==> src/hdl/ksam_pkg.sv <==
`timescale 1ns / 1ps

package ksam_pkg;

    localparam int TABLE_DEPTH_DEF = 64;

    localparam int COMMAND_W = 2;
    localparam int KEY_W     = 32;
    localparam int VALUE_W   = 64;
    localparam int STATUS_W  = 3;
    localparam int INDEX_W   = 6;

    // key and value packed without gaps, already a whole number of bytes
    localparam int S_TDATA_W = KEY_W + VALUE_W;
    localparam int M_FIELD_W = INDEX_W + KEY_W + VALUE_W;
    localparam int M_TDATA_W = ((M_FIELD_W + 7) / 8) * 8;

    typedef logic [KEY_W-1:0]          key_t;
    typedef logic signed [VALUE_W-1:0] value_t;

    localparam value_t VAL_MAX = {1'b0, {(VALUE_W-1){1'b1}}};
    localparam value_t VAL_MIN = {1'b1, {(VALUE_W-1){1'b0}}};

    typedef enum logic [COMMAND_W-1:0] {
        CMD_CLEAR = 2'd0,
        CMD_LOAD  = 2'd1,
        CMD_MERGE = 2'd2,
        CMD_DRAIN = 2'd3
    } cmd_t;

    typedef enum logic [STATUS_W-1:0] {
        STAT_APPENDED = 3'd0,
        STAT_ACCUM    = 3'd1,
        STAT_DROPPED  = 3'd2,
        STAT_READ     = 3'd3,
        STAT_EMPTY    = 3'd4,
        STAT_CLEARED  = 3'd5
    } status_t;

    // kind of result the datapath produces when told to emit
    typedef enum logic [2:0] {
        EMIT_CLEAR,
        EMIT_APPEND,
        EMIT_ACCUM,
        EMIT_READ,
        EMIT_EMPTY
    } emit_t;

    typedef struct packed {
        logic  capture;    // take the input transfer into the operand registers
        logic  ptr_clear;  // restart the scan pointer at entry 0
        logic  rd_en;      // read the table at the scan pointer and advance it
        logic  emit;       // load the output register and apply the table update
        emit_t kind;
    } ctl_cmd_t;

    typedef struct packed {
        logic full;        // entry count at table depth
        logic empty;       // no entries
        logic at_base;     // scan pointer reached the base count
        logic at_count;    // scan pointer reached the entry count
        logic key_match;   // last read key equals the operand key
        logic out_free;    // output register can take a result this cycle
    } ctl_sts_t;

endpackage

==> src/hdl/ksam_ctrl.sv <==
`timescale 1ns / 1ps

module ksam_ctrl import ksam_pkg::*; (
    input  logic     aclk,
    input  logic     aresetn,
    input  logic     in_valid,
    input  cmd_t     in_command,
    output logic     in_ready,
    input  ctl_sts_t sts,
    output ctl_cmd_t cmd
);

    typedef enum logic [2:0] {
        S_IDLE,
        S_SCAN,
        S_FIN,
        S_DRAIN,
        S_DOUT
    } state_t;

    state_t state_reg, state_next;
    emit_t  kind_reg, kind_next;
    logic   pend_reg, pend_next;

    always_comb begin
        state_next    = state_reg;
        kind_next     = kind_reg;
        pend_next     = pend_reg;
        in_ready      = 1'b0;
        cmd.capture   = 1'b0;
        cmd.ptr_clear = 1'b0;
        cmd.rd_en     = 1'b0;
        cmd.emit      = 1'b0;
        cmd.kind      = kind_reg;

        case (state_reg)
            S_IDLE: begin
                in_ready = 1'b1;
                if (in_valid) begin
                    cmd.capture   = 1'b1;
                    cmd.ptr_clear = 1'b1;
                    pend_next     = 1'b0;
                    case (in_command)
                        CMD_CLEAR: begin
                            kind_next  = EMIT_CLEAR;
                            state_next = S_FIN;
                        end
                        CMD_LOAD: begin
                            kind_next  = EMIT_APPEND;
                            state_next = S_FIN;
                        end
                        CMD_MERGE: begin
                            state_next = S_SCAN;
                        end
                        CMD_DRAIN: begin
                            if (sts.empty) begin
                                kind_next  = EMIT_EMPTY;
                                state_next = S_FIN;
                            end else begin
                                state_next = S_DRAIN;
                            end
                        end
                        default: begin
                            state_next = S_IDLE;
                        end
                    endcase
                end
            end
            S_SCAN: begin
                // hold the read data on a hit: no new read may overwrite it
                if (pend_reg && sts.key_match) begin
                    kind_next  = EMIT_ACCUM;
                    pend_next  = 1'b0;
                    state_next = S_FIN;
                end else if (!sts.at_base) begin
                    cmd.rd_en = 1'b1;
                    pend_next = 1'b1;
                end else if (!pend_reg) begin
                    kind_next  = EMIT_APPEND;
                    state_next = S_FIN;
                end else begin
                    pend_next = 1'b0;
                end
            end
            S_FIN: begin
                if (sts.out_free) begin
                    cmd.emit   = 1'b1;
                    state_next = S_IDLE;
                end
            end
            S_DRAIN: begin
                cmd.rd_en  = 1'b1;
                state_next = S_DOUT;
            end
            S_DOUT: begin
                cmd.kind = EMIT_READ;
                if (sts.out_free) begin
                    cmd.emit = 1'b1;
                    if (sts.at_count) begin
                        state_next = S_IDLE;
                    end else begin
                        cmd.rd_en = 1'b1;
                    end
                end
            end
            default: begin
                state_next = S_IDLE;
            end
        endcase
    end

    always_ff @(posedge aclk) begin
        if (!aresetn) begin
            state_reg <= S_IDLE;
            kind_reg  <= EMIT_CLEAR;
            pend_reg  <= 1'b0;
        end else begin
            state_reg <= state_next;
            kind_reg  <= kind_next;
            pend_reg  <= pend_next;
        end
    end

endmodule

==> config.mk <==
export PLATFORM = sky130hd
export DESIGN_NAME = ksam_ctrl
export DESIGN_NICKNAME = d
export VERILOG_FILES = /design/src/hdl/ksam_pkg.sv /design/src/hdl/ksam_ctrl.sv
export SDC_FILE = /design/constraint.sdc
export NUM_CORES = 1
export LEC_CHECK = 0
export BUFFER_PORTS_ARGS = -buffer_cell sky130_fd_sc_hd__buf_2
export CORE_AREA = 2 2 39 41
export CTS_CLUSTER_DIAMETER = 30
export DETAILED_ROUTE_END_ITERATION = 8
export DIE_AREA = 0 0 41 43
export SLEW_MARGIN = 25
export SYNTH_ARGS = -nofsm -noshare
export SYNTH_HDL_FRONTEND = slang
export SYNTH_SLANG_ARGS = --single-unit
export TNS_END_PERCENT = 100
==> constraint.sdc <==
create_clock -name aclk -period 1.2 [get_ports aclk]
set_input_delay 0 -clock aclk [delete_from_list [all_inputs] [get_ports aclk]]
set_output_delay 0 -clock aclk [all_outputs]
set_load 0.01 [all_outputs]
==> metrics.yaml, run 1 <==
run_status:
  run_status: "complete, but fails checks"
  violations: "negative setup slack"
global_route:
  grt_max_degree: 8
  grt_pass1_wl_mm: 2.18
  antenna_found_initial: 0
  track_usage: 0.184
  grt_overflow_total: 0
  grt_pass1_vias: 526
min_path:
  hold_path.class: "primary input to flip-flop"
  holdPathStages: 3
timing:
  skew_ps: 0.245
  worst_slack_ps: -135
  worstMarginPinSlew_ps: 518
  setup_viol: 9
  rsz0062_at_grt: "yes"
  whs_ps: 26.0
  maxSlewHeadroom: 0.651
  fmax_mhz: 749
  drv_slew: 0
  setup_tns_ps: -516
  period_share: 1.11
  final-hold-violation-count: 0
  fin_crit_ps: 1330
cts:
  htreeDepth: 1
  clock_latency_ps: 260
  path_clk_slew_ps: 50
  cts_tree: "built"
  numCtsBuffers: 3
  cts_buffer_depth: 2
  cts.sinks: 7
  cts_root_buf: "clkbuf_4"
layout:
  drive_gt1_frac: 0.547
  nets: 107
  area_growth_pct: 72.6
  fin_util: 0.593
  fin_area_um2: 821
  antennaDiodeCount: 0
  instances_no_fill: 111
drt:
  viasPerCell: 5.30
  ant_nets: 0
  drc: 0
  firstDrtPassIters: 4
  wire_per_inst_um: 12.7
  first_iter_violations: 24
  drt_wl_total_mm: 1.42
  vias: 588
yosys:
  ys_types: 33
  synth_warnings: 0
  ys_async_sr_fraction: 0
  synth_most_common_cell: "nand2_1"
  synthCells: 62
  synth_ff_type: "dfxtp_1"
  synth-edff-count: 0
  synth_top_cell_by_area: "dfxtp_1"
  synth_fp_nets: 73
  synth_seq_cells: 7
  ys_seq_area_frac: 0.295
  netlist.area_leader.share: 0.295
  syn_avg_cell_area_um2: 7.67
  synthTopCellsByCount: "nand2_1 (9), dfxtp_1 (7), nor3_1 (4)"
  syn-cell-area_um2: 475
  ys_top_cells_by_area: "dfxtp_1 (29%), nand2_1 (7.1%), nand3b_1 (4.7%)"
floorplanning:
  dieArea_um2: 1760
  core_area_um2: 1380
  die_h_um: 43
  start_util: 0.344
  rows: 14
  ios: 19
  fp.dieW_um: 41
critical_path:
  critical_path.max_fanout: 4
  critPathMaxStageDelay_ps: 350
  crit_required_ps: 1380
  slowest_stage: "dfxtp_4"
  regToRegSetupSlack_ps: -130
  critical_path_class: "flip-flop to flip-flop"
  cp.arrival_ps: 1520
  cp-start-kind: "flip-flop"
  endpoint_kind: "flip-flop"
  rr_worst_depth: 4
  critical_path.cell_chain: "a21o_1, a221o_1, mux2_4, o22ai_2"
placed_design:
  gp_congestion: 0.794
  portBuffers: 17
  place_inst: 100
  place_area_um2: 636
  dp.final_hpwl_um: 970
run:
  maxCapViolations: 0
power:
  peakVddDrop_mv: 0.618
  power_leakage_nw: 0.375
  power_per_cell_area_nw_per_um2: 1180
-- report_power, final --
| part | total, mW | internal (mW) | switching, mW |
|---|---|---|---|
| clock | 0.224 | 0.128 | 0.0967 |
| combinational | 0.466 | 0.253 | 0.213 |
| sequential | 0.277 | 0.258 | 0.0188 |
-- worst paths after layout --
path,startpoint,end
max reg2reg,state_reg[1]$_SDFFE_PN0P_,state_reg[1]$_SDFFE_PN0P_
min reg2reg,kind_reg[0]$_SDFFE_PN0P_,kind_reg[0]$_SDFFE_PN0P_
max,state_reg[1]$_SDFFE_PN0P_,state_reg[1]$_SDFFE_PN0P_
min,aresetn,kind_reg[0]$_SDFFE_PN0P_
-- placed cells by master, fill, tap and decap left out, types with 2 or more instances in the layout --
cell	n
buf_2	15
buf_4	10
nand2_1	9
buf_6	8
inv_1	3
nand3b_1	3
a21oi_1	3
o21ai_0	3
clkbuf_4	3
dfxtp_1	3
dfxtp_2	3
nor3_1	2
or2_4	2
nor3_4	2
mux2_4	2
a31oi_1	2
-- logic make-up after synthesis --
group / Yosys count / synth area share
simple gates: 29 / 0.326
mux: 3 / 0.0684
flops: 7 / 0.295
buf+inv: 7 / 0.0790
compound gates: 15 / 0.213
xor+xnor: 1 / 0.0184
-- metal layers --
layer  vias up  track usage  part of all wire
met5         -            0                 0
met4         0        0.127             0.040
met3         7       0.0314             0.058
met2        24        0.269              0.46
met1       264        0.234              0.44
li1        293            -                 -
-- worst max-delay path: cells and delay by family, from the launching register on --
family | cells | cell delay, ps
AOI/OAI and AO/OA | 3 | 580
DFF | 1 | 350
muxes | 1 | 320
-- per-stage QoR --
step / worst slack [ps] / total power, mW
2_1_floorplan: -105 / 0.488
3_3_place_gp: -71.1 / 0.599
3_5_place_dp: -127 / 0.601
4_1_cts: -123 / 0.932
5_1_grt: -190 / 1.02
6_report: -135 / 0.967
-- cell type report --
cell class / instances / area, um2
Clock buffer: 4 / 26.3
Timing Repair Buffer: 33 / 240
Fill cell: 121 / 563
Tap cell: 16 / 20.0
Multi-Input combinational cell: 48 / 375
Sequential cell: 7 / 148
Inverter: 3 / 11.3
-- repair_timing --
item	in CTS	in global routing
setup buffers	6	2
gates resized for setup	18	7
endpoints found under the setup margin	9	13
hold buffers	0	0
pin swaps	8	7
Note: power is estimated with default switching activity, not from simulation.
==> run 2: changes to the inputs <==
Settings changed: REMOVE_ABC_BUFFERS from default to 1.
==> run 2 against run 1 <==
  * Register-to-register slack better by 40 ps
  * Sequential share of layout area is 0.53 points lower
  * Hold slack worse by 0.89 ps
  * Worst setup slack better by 32 ps
  * Flip-flop and latch count stayed put
  * Power is 0.91% higher
  * The run still ends with negative setup slack left
  * Combinational power hardly changed
  * Clock power is 3% higher
  * Global-route usage is 0.25 points higher
  * Highest routed layer unchanged
  * Clock skew is 0.66 ps higher
  * Critical path depth is 1 higher
==> metrics.yaml, run 2 (synthesized netlist as in run 1, its figures left out) <==
drt:
  drc: 0  # unchanged
  firstDrtPassIters: 6  # +2
  vias: 603  # +2.6%
  drt_wl_total_mm: 1.63  # +15%
  ant_nets: 0  # unchanged
  viasPerCell: 5.43  # +2.6%
  first_iter_violations: 18  # -25%
  wire_per_inst_um: 14.7  # +15%
cts:
  hold_buffers: 0  # unchanged
  numCtsBuffers: 3  # unchanged
  clock_latency_ps: 260  # about the same
  htreeDepth: 1  # unchanged
  path_clk_slew_ps: 60  # about the same
  cts_tree: "built"
  cts_root_buf: "clkbuf_4"
  cts_buffer_depth: 2  # unchanged
  cts.sinks: 7  # unchanged
floorplanning:
  dieArea_um2: 1760  # unchanged
  start_util: 0.344  # unchanged
  die_h_um: 43  # unchanged
  ios: 19  # unchanged
  core_area_um2: 1380  # unchanged
  rows: 14  # unchanged
  fp.dieW_um: 41  # unchanged
timing:
  final-hold-violation-count: 0  # unchanged
  worstMarginPinSlew_ps: 490  # -27.9 ps
  fmax_mhz: 768  # +2.5%
  drv_slew: 0  # unchanged
  worst_slack_ps: -103  # +32.1 ps
  fin_crit_ps: 1300  # -32.1 ps
  setup_viol: 10  # +1
  rsz0062_at_grt: "yes"
  whs_ps: 25.1  # -0.893 ps
  period_share: 1.09  # -0.0268
  skew_ps: 0.909  # +0.664 ps
  maxSlewHeadroom: 0.670  # +0.0188
critical_path:
  critical_path.max_fanout: 3  # -1
  crit_required_ps: 1200  # -180 ps
  endpoint_kind: "output pin"
  cp.arrival_ps: 1300  # -220 ps
  regToRegSetupSlack_ps: -90  # +40 ps
  cp-start-kind: "flip-flop"
  critical_path_class: "flip-flop to output pin"
global_route:
  grt_overflow_total: 0  # unchanged
  track_usage: 0.187  # +0.00246
  grt_max_degree: 7  # -1
  antenna_found_initial: 0  # unchanged
  grt_pass1_wl_mm: 2.24  # +2.8%
  grt_pass1_vias: 537  # +2.1%
run_status:
  run_status: "complete, but fails checks"
  violations: "negative setup slack"
layout:
  fin_util: 0.611  # +0.0181
  final_cell_mix: "buf_2 (15), buf_6 (11), nand2_1 (9)"
  antennaDiodeCount: 0  # unchanged
  drive_gt1_frac: 0.568  # +0.0211
  nets: 107  # unchanged
  final_common_cell: "buf_2"
  area_growth_pct: 77.9
  fillers: 112  # -7.4%
power:
  peakVddDrop_mv: 0.606  # -2.1%
  power_leakage_nw: 0.381  # +1.5%
  power_per_cell_area_nw_per_um2: 1150  # -2.1%
  finalPower_uw: 975  # +0.91%
min_path:
  hold_path.class: "primary input to flip-flop"
placed_design:
  place_ws_ps: -161  # -34.2 ps
  portBuffers: 17  # unchanged
  dp.final_hpwl_mm: 1.05  # +8.6%
  gp_congestion: 0.805  # +1.3%
run:
  maxCapViolations: 0  # unchanged
## run 2: layer usage
layer / global-route usage / vias to the layer above / routed length [um]
met5: 0 / - / 0
met2: 0.309 / 22 / 844
met4: 0.0600 / 0 / 26
met3: 0.0471 / 2 / 69
li1: - / 294 / -
met1: 0.222 / 285 / 693
## run 2: per-stage QoR
| step | instance area (um2) | instances | setup TNS, ps |
|---|---|---|---|
| floorplan | 449 | 58 | -620 |
| global placement | 644 | 103 | -360 |
| detailed placement | 644 | 103 | -418 |
| CTS | 773 | 109 | -523 |
| global route | 846 | 111 | -1070 |
| finish | 846 | 111 | -513 |
## run 2: layout make-up
| cell class | instances | area, um2 | share of cell area |
|---|---|---|---|
| clock buffer | 4 | 26.3 | 0.0311 |
| inverter | 3 | 13.8 | 0.0163 |
| multi-input combinational | 48 | 387 | 0.457 |
| sequential | 7 | 148 | 0.175 |
| tap | 16 | 20.0 | 0.0237 |
| timing repair buffer | 33 | 251 | 0.297 |
## run 2: final timing paths
| path | start | endpoint | cells past startpoint |
|---|---|---|---|
| max | state_reg[2]$_SDFFE_PN0P_ | cmd[0] | 5 |
| min reg2reg | kind_reg[2]$_SDFFE_PN0P_ | kind_reg[2]$_SDFFE_PN0P_ | 2 |
| min | aresetn | kind_reg[2]$_SDFFE_PN0P_ | 3 |
| max reg2reg | state_reg[1]$_SDFFE_PN0P_ | state_reg[1]$_SDFFE_PN0P_ | 4 |
## run 2: report_power, final
part           internal [mW]  total (mW)  leakage, nW  switching (mW)
combinational          0.246       0.469        0.307           0.223
clock                  0.128       0.231       0.0150           0.103
sequential             0.255       0.275       0.0589          0.0199
## run 2: critical path: stages, from the launching register on
cell and delay (ps):
dfxtp_2 330, buf_6 110, nor3b_4 150, buf_6 120, or2_4 220, buf_6 120
## run 2: timing repair
item,in CTS,in global routing
gates resized for setup,24,13
endpoints found under the setup margin,13,13
pin swaps,10,5
setup buffers,4,2
==> run 3: changes to the inputs <==
Settings changed: BUFFER_PORTS_ARGS -buffer_cell sky130_fd_sc_hd__buf_2 to default, DONT_BUFFER_PORTS from default to 1.
==> run 3 against run 2 <==
  * The run still ends with negative setup slack left
  * First-iteration DRC count fell by 83%
  * Power fell by 9.7%
  * Global-route usage fell by 2.5 points
  * Via count fell by 11%
  * Highest routed layer unchanged
  * Sequential share of layout area rose by 1.3 points
  * Cell count fell by 11%
  * Core utilization fell by 5.1 points
  * Final area fell by 8.3%
==> metrics.yaml, run 3 (synthesized netlist as in run 1, its figures left out) <==
layout:
  instances_no_fill: 99  # -11%
  final_common_cell: "buf_4"
  nets: 95  # -11%
  antennaDiodeCount: 0  # unchanged
  area_growth_pct: 63.2
  final_cell_mix: "buf_4 (10), nand2_1 (9), dlygate4sd3_1 (7)"
  drive_gt1_frac: 0.446  # -0.123
placed_design:
  portBuffers: 0  # -17
  place_inst: 87  # -16%
  dp.final_hpwl_um: 938  # -11%
  place_ws_ps: -152  # +9.22 ps
  gp_congestion: 0.794  # -1.4%
critical_path:
  crit_required_ps: 1380  # +180 ps
  cp.arrival_ps: 1480  # +180 ps
  critical_path.max_fanout: 5  # +2
  critical_path_class: "flip-flop to flip-flop"
  endpoint_kind: "flip-flop"
  rr_worst_depth: 4  # unchanged
  cp-start-kind: "flip-flop"
global_route:
  grt_max_degree: 9  # +2
  grt_pass1_vias: 487  # -9.3%
  track_usage: 0.162  # -0.0251
  grt_overflow_total: 0  # unchanged
  grt_pass1_wl_mm: 1.97  # -12%
  antenna_found_initial: 0  # unchanged
timing:
  skew_ps: 2.62  # +1.71 ps
  setup_tns_ps: -197  # +316 ps
  rsz0062_at_grt: "yes"
  maxSlewHeadroom: 0.737  # +0.0672
  fmax_mhz: 775  # +0.88%
  drv_slew: 0  # unchanged
  worstMarginPinSlew_ps: 388  # -102 ps
  setup_viol: 3  # -7
  whs_ps: 17.8  # -7.23 ps
  final-hold-violation-count: 0  # unchanged
  fin_crit_ps: 1290  # -11.4 ps
  period_share: 1.08  # -0.00951
  worst_slack_ps: -91.1  # +11.4 ps
floorplanning:
  start_util: 0.344  # unchanged
  ios: 19  # unchanged
  fp.dieW_um: 41  # unchanged
  die_h_um: 43  # unchanged
  rows: 14  # unchanged
  dieArea_um2: 1760  # unchanged
  core_area_um2: 1380  # unchanged
drt:
  wire_per_inst_um: 13.8  # -5.9%
  drc: 0  # unchanged
  ant_nets: 0  # unchanged
  drt_wl_total_mm: 1.37  # -16%
  viasPerCell: 5.44  # +0.22%
  first_iter_violations: 3  # -15
  firstDrtPassIters: 4  # -2
  vias: 539  # -11%
power:
  p_sw_uw: 300  # -13%
  finalPower_uw: 880  # -9.7%
  power_frac_clock: 0.255  # +0.018
  netSwitchingFraction: 0.341  # -0.0141
  power_per_cell_area_nw_per_um2: 1130  # -1.6%
  internal_power_uw: 580  # -7.8%
  peakVddDrop_mv: 0.420  # -31%
  power_frac_seq: 0.314  # +0.032
  power_leakage_nw: 0.324  # -15%
  comb_power_share: 0.431  # -0.050
cts:
  cts.sinks: 7  # unchanged
  path_clk_slew_ps: 60  # about the same
  cts_tree: "built"
  cts_root_buf: "clkbuf_4"
  cts_buffer_depth: 2  # unchanged
  clock_latency_ps: 260  # about the same
  numCtsBuffers: 3  # unchanged
  htreeDepth: 1  # unchanged
min_path:
  hold_path.class: "primary input to flip-flop"
  holdPathStages: 2  # -1
run_status:
  run_status: "complete, but fails checks"
  violations: "negative setup slack"
run:
  maxCapViolations: 0  # unchanged
-- run 3: cell count changes in the layout (fill, tap and decap cells not counted), sizes merged --
cell / delta
buf: -19
dlygate4sd3: +7
-- run 3: per-stage QoR --
stage | utilization | area, um2
global placement | 0.410 | 567
floorplan | - | 449
CTS | 0.536 | 742
global route | 0.561 | 776
detailed placement | 0.410 | 567
finish | 0.561 | 776
-- run 3: critical path: stages (launching register included) --
cell,delay [ps]
dfxtp_2,340
a21o_1,150
a221o_1,330
mux2_4,320
o22ai_2,80
-- run 3: cell type report --
class / instances / area, um2
fillers: 123 / 608
multi-input cells: 48 / 383
repair buffers: 21 / 190
flip-flops and latches: 7 / 145
clock buffers: 4 / 26.3
well taps: 16 / 20.0
inverters: 3 / 11.3
-- run 3: worst paths after layout --
path	from	to	slack [ps]
worst max-delay path	state_reg[1]$_SDFFE_PN0P_	state_reg[1]$_SDFFE_PN0P_	-90
worst min-delay path	sts[1]	kind_reg[0]$_SDFFE_PN0P_	20
worst min register to register	kind_reg[2]$_SDFFE_PN0P_	kind_reg[2]$_SDFFE_PN0P_	460
worst max register to register	state_reg[1]$_SDFFE_PN0P_	state_reg[1]$_SDFFE_PN0P_	-90
-- run 3: per-layer routing --
metal,wire length (um),up-vias,GRT usage
met3,80,2,0.0419
met1,575,254,0.196
met5,0,-,0
li1,-,267,-
met2,694,16,0.259
met4,20,0,0.0600
-- run 3: power by group through the flow --
stage / sequential (mW) / combinational, mW / clock [mW]
2_1_floorplan: 0.290 / 0.148 / 0
3_3_place_gp: 0.273 / 0.276 / 0
3_5_place_dp: 0.275 / 0.278 / 0
4_1_cts: 0.276 / 0.347 / 0.234
5_1_grt: 0.280 / 0.406 / 0.245
6_report: 0.277 / 0.379 / 0.225
-- run 3: timing repair --
action	in CTS	in global routing
hold buffers	6	1
endpoints found under the hold margin	5	1
pin swaps	6	2
setup buffers	2	0
endpoints found under the setup margin	12	12
gates resized for setup	21	6
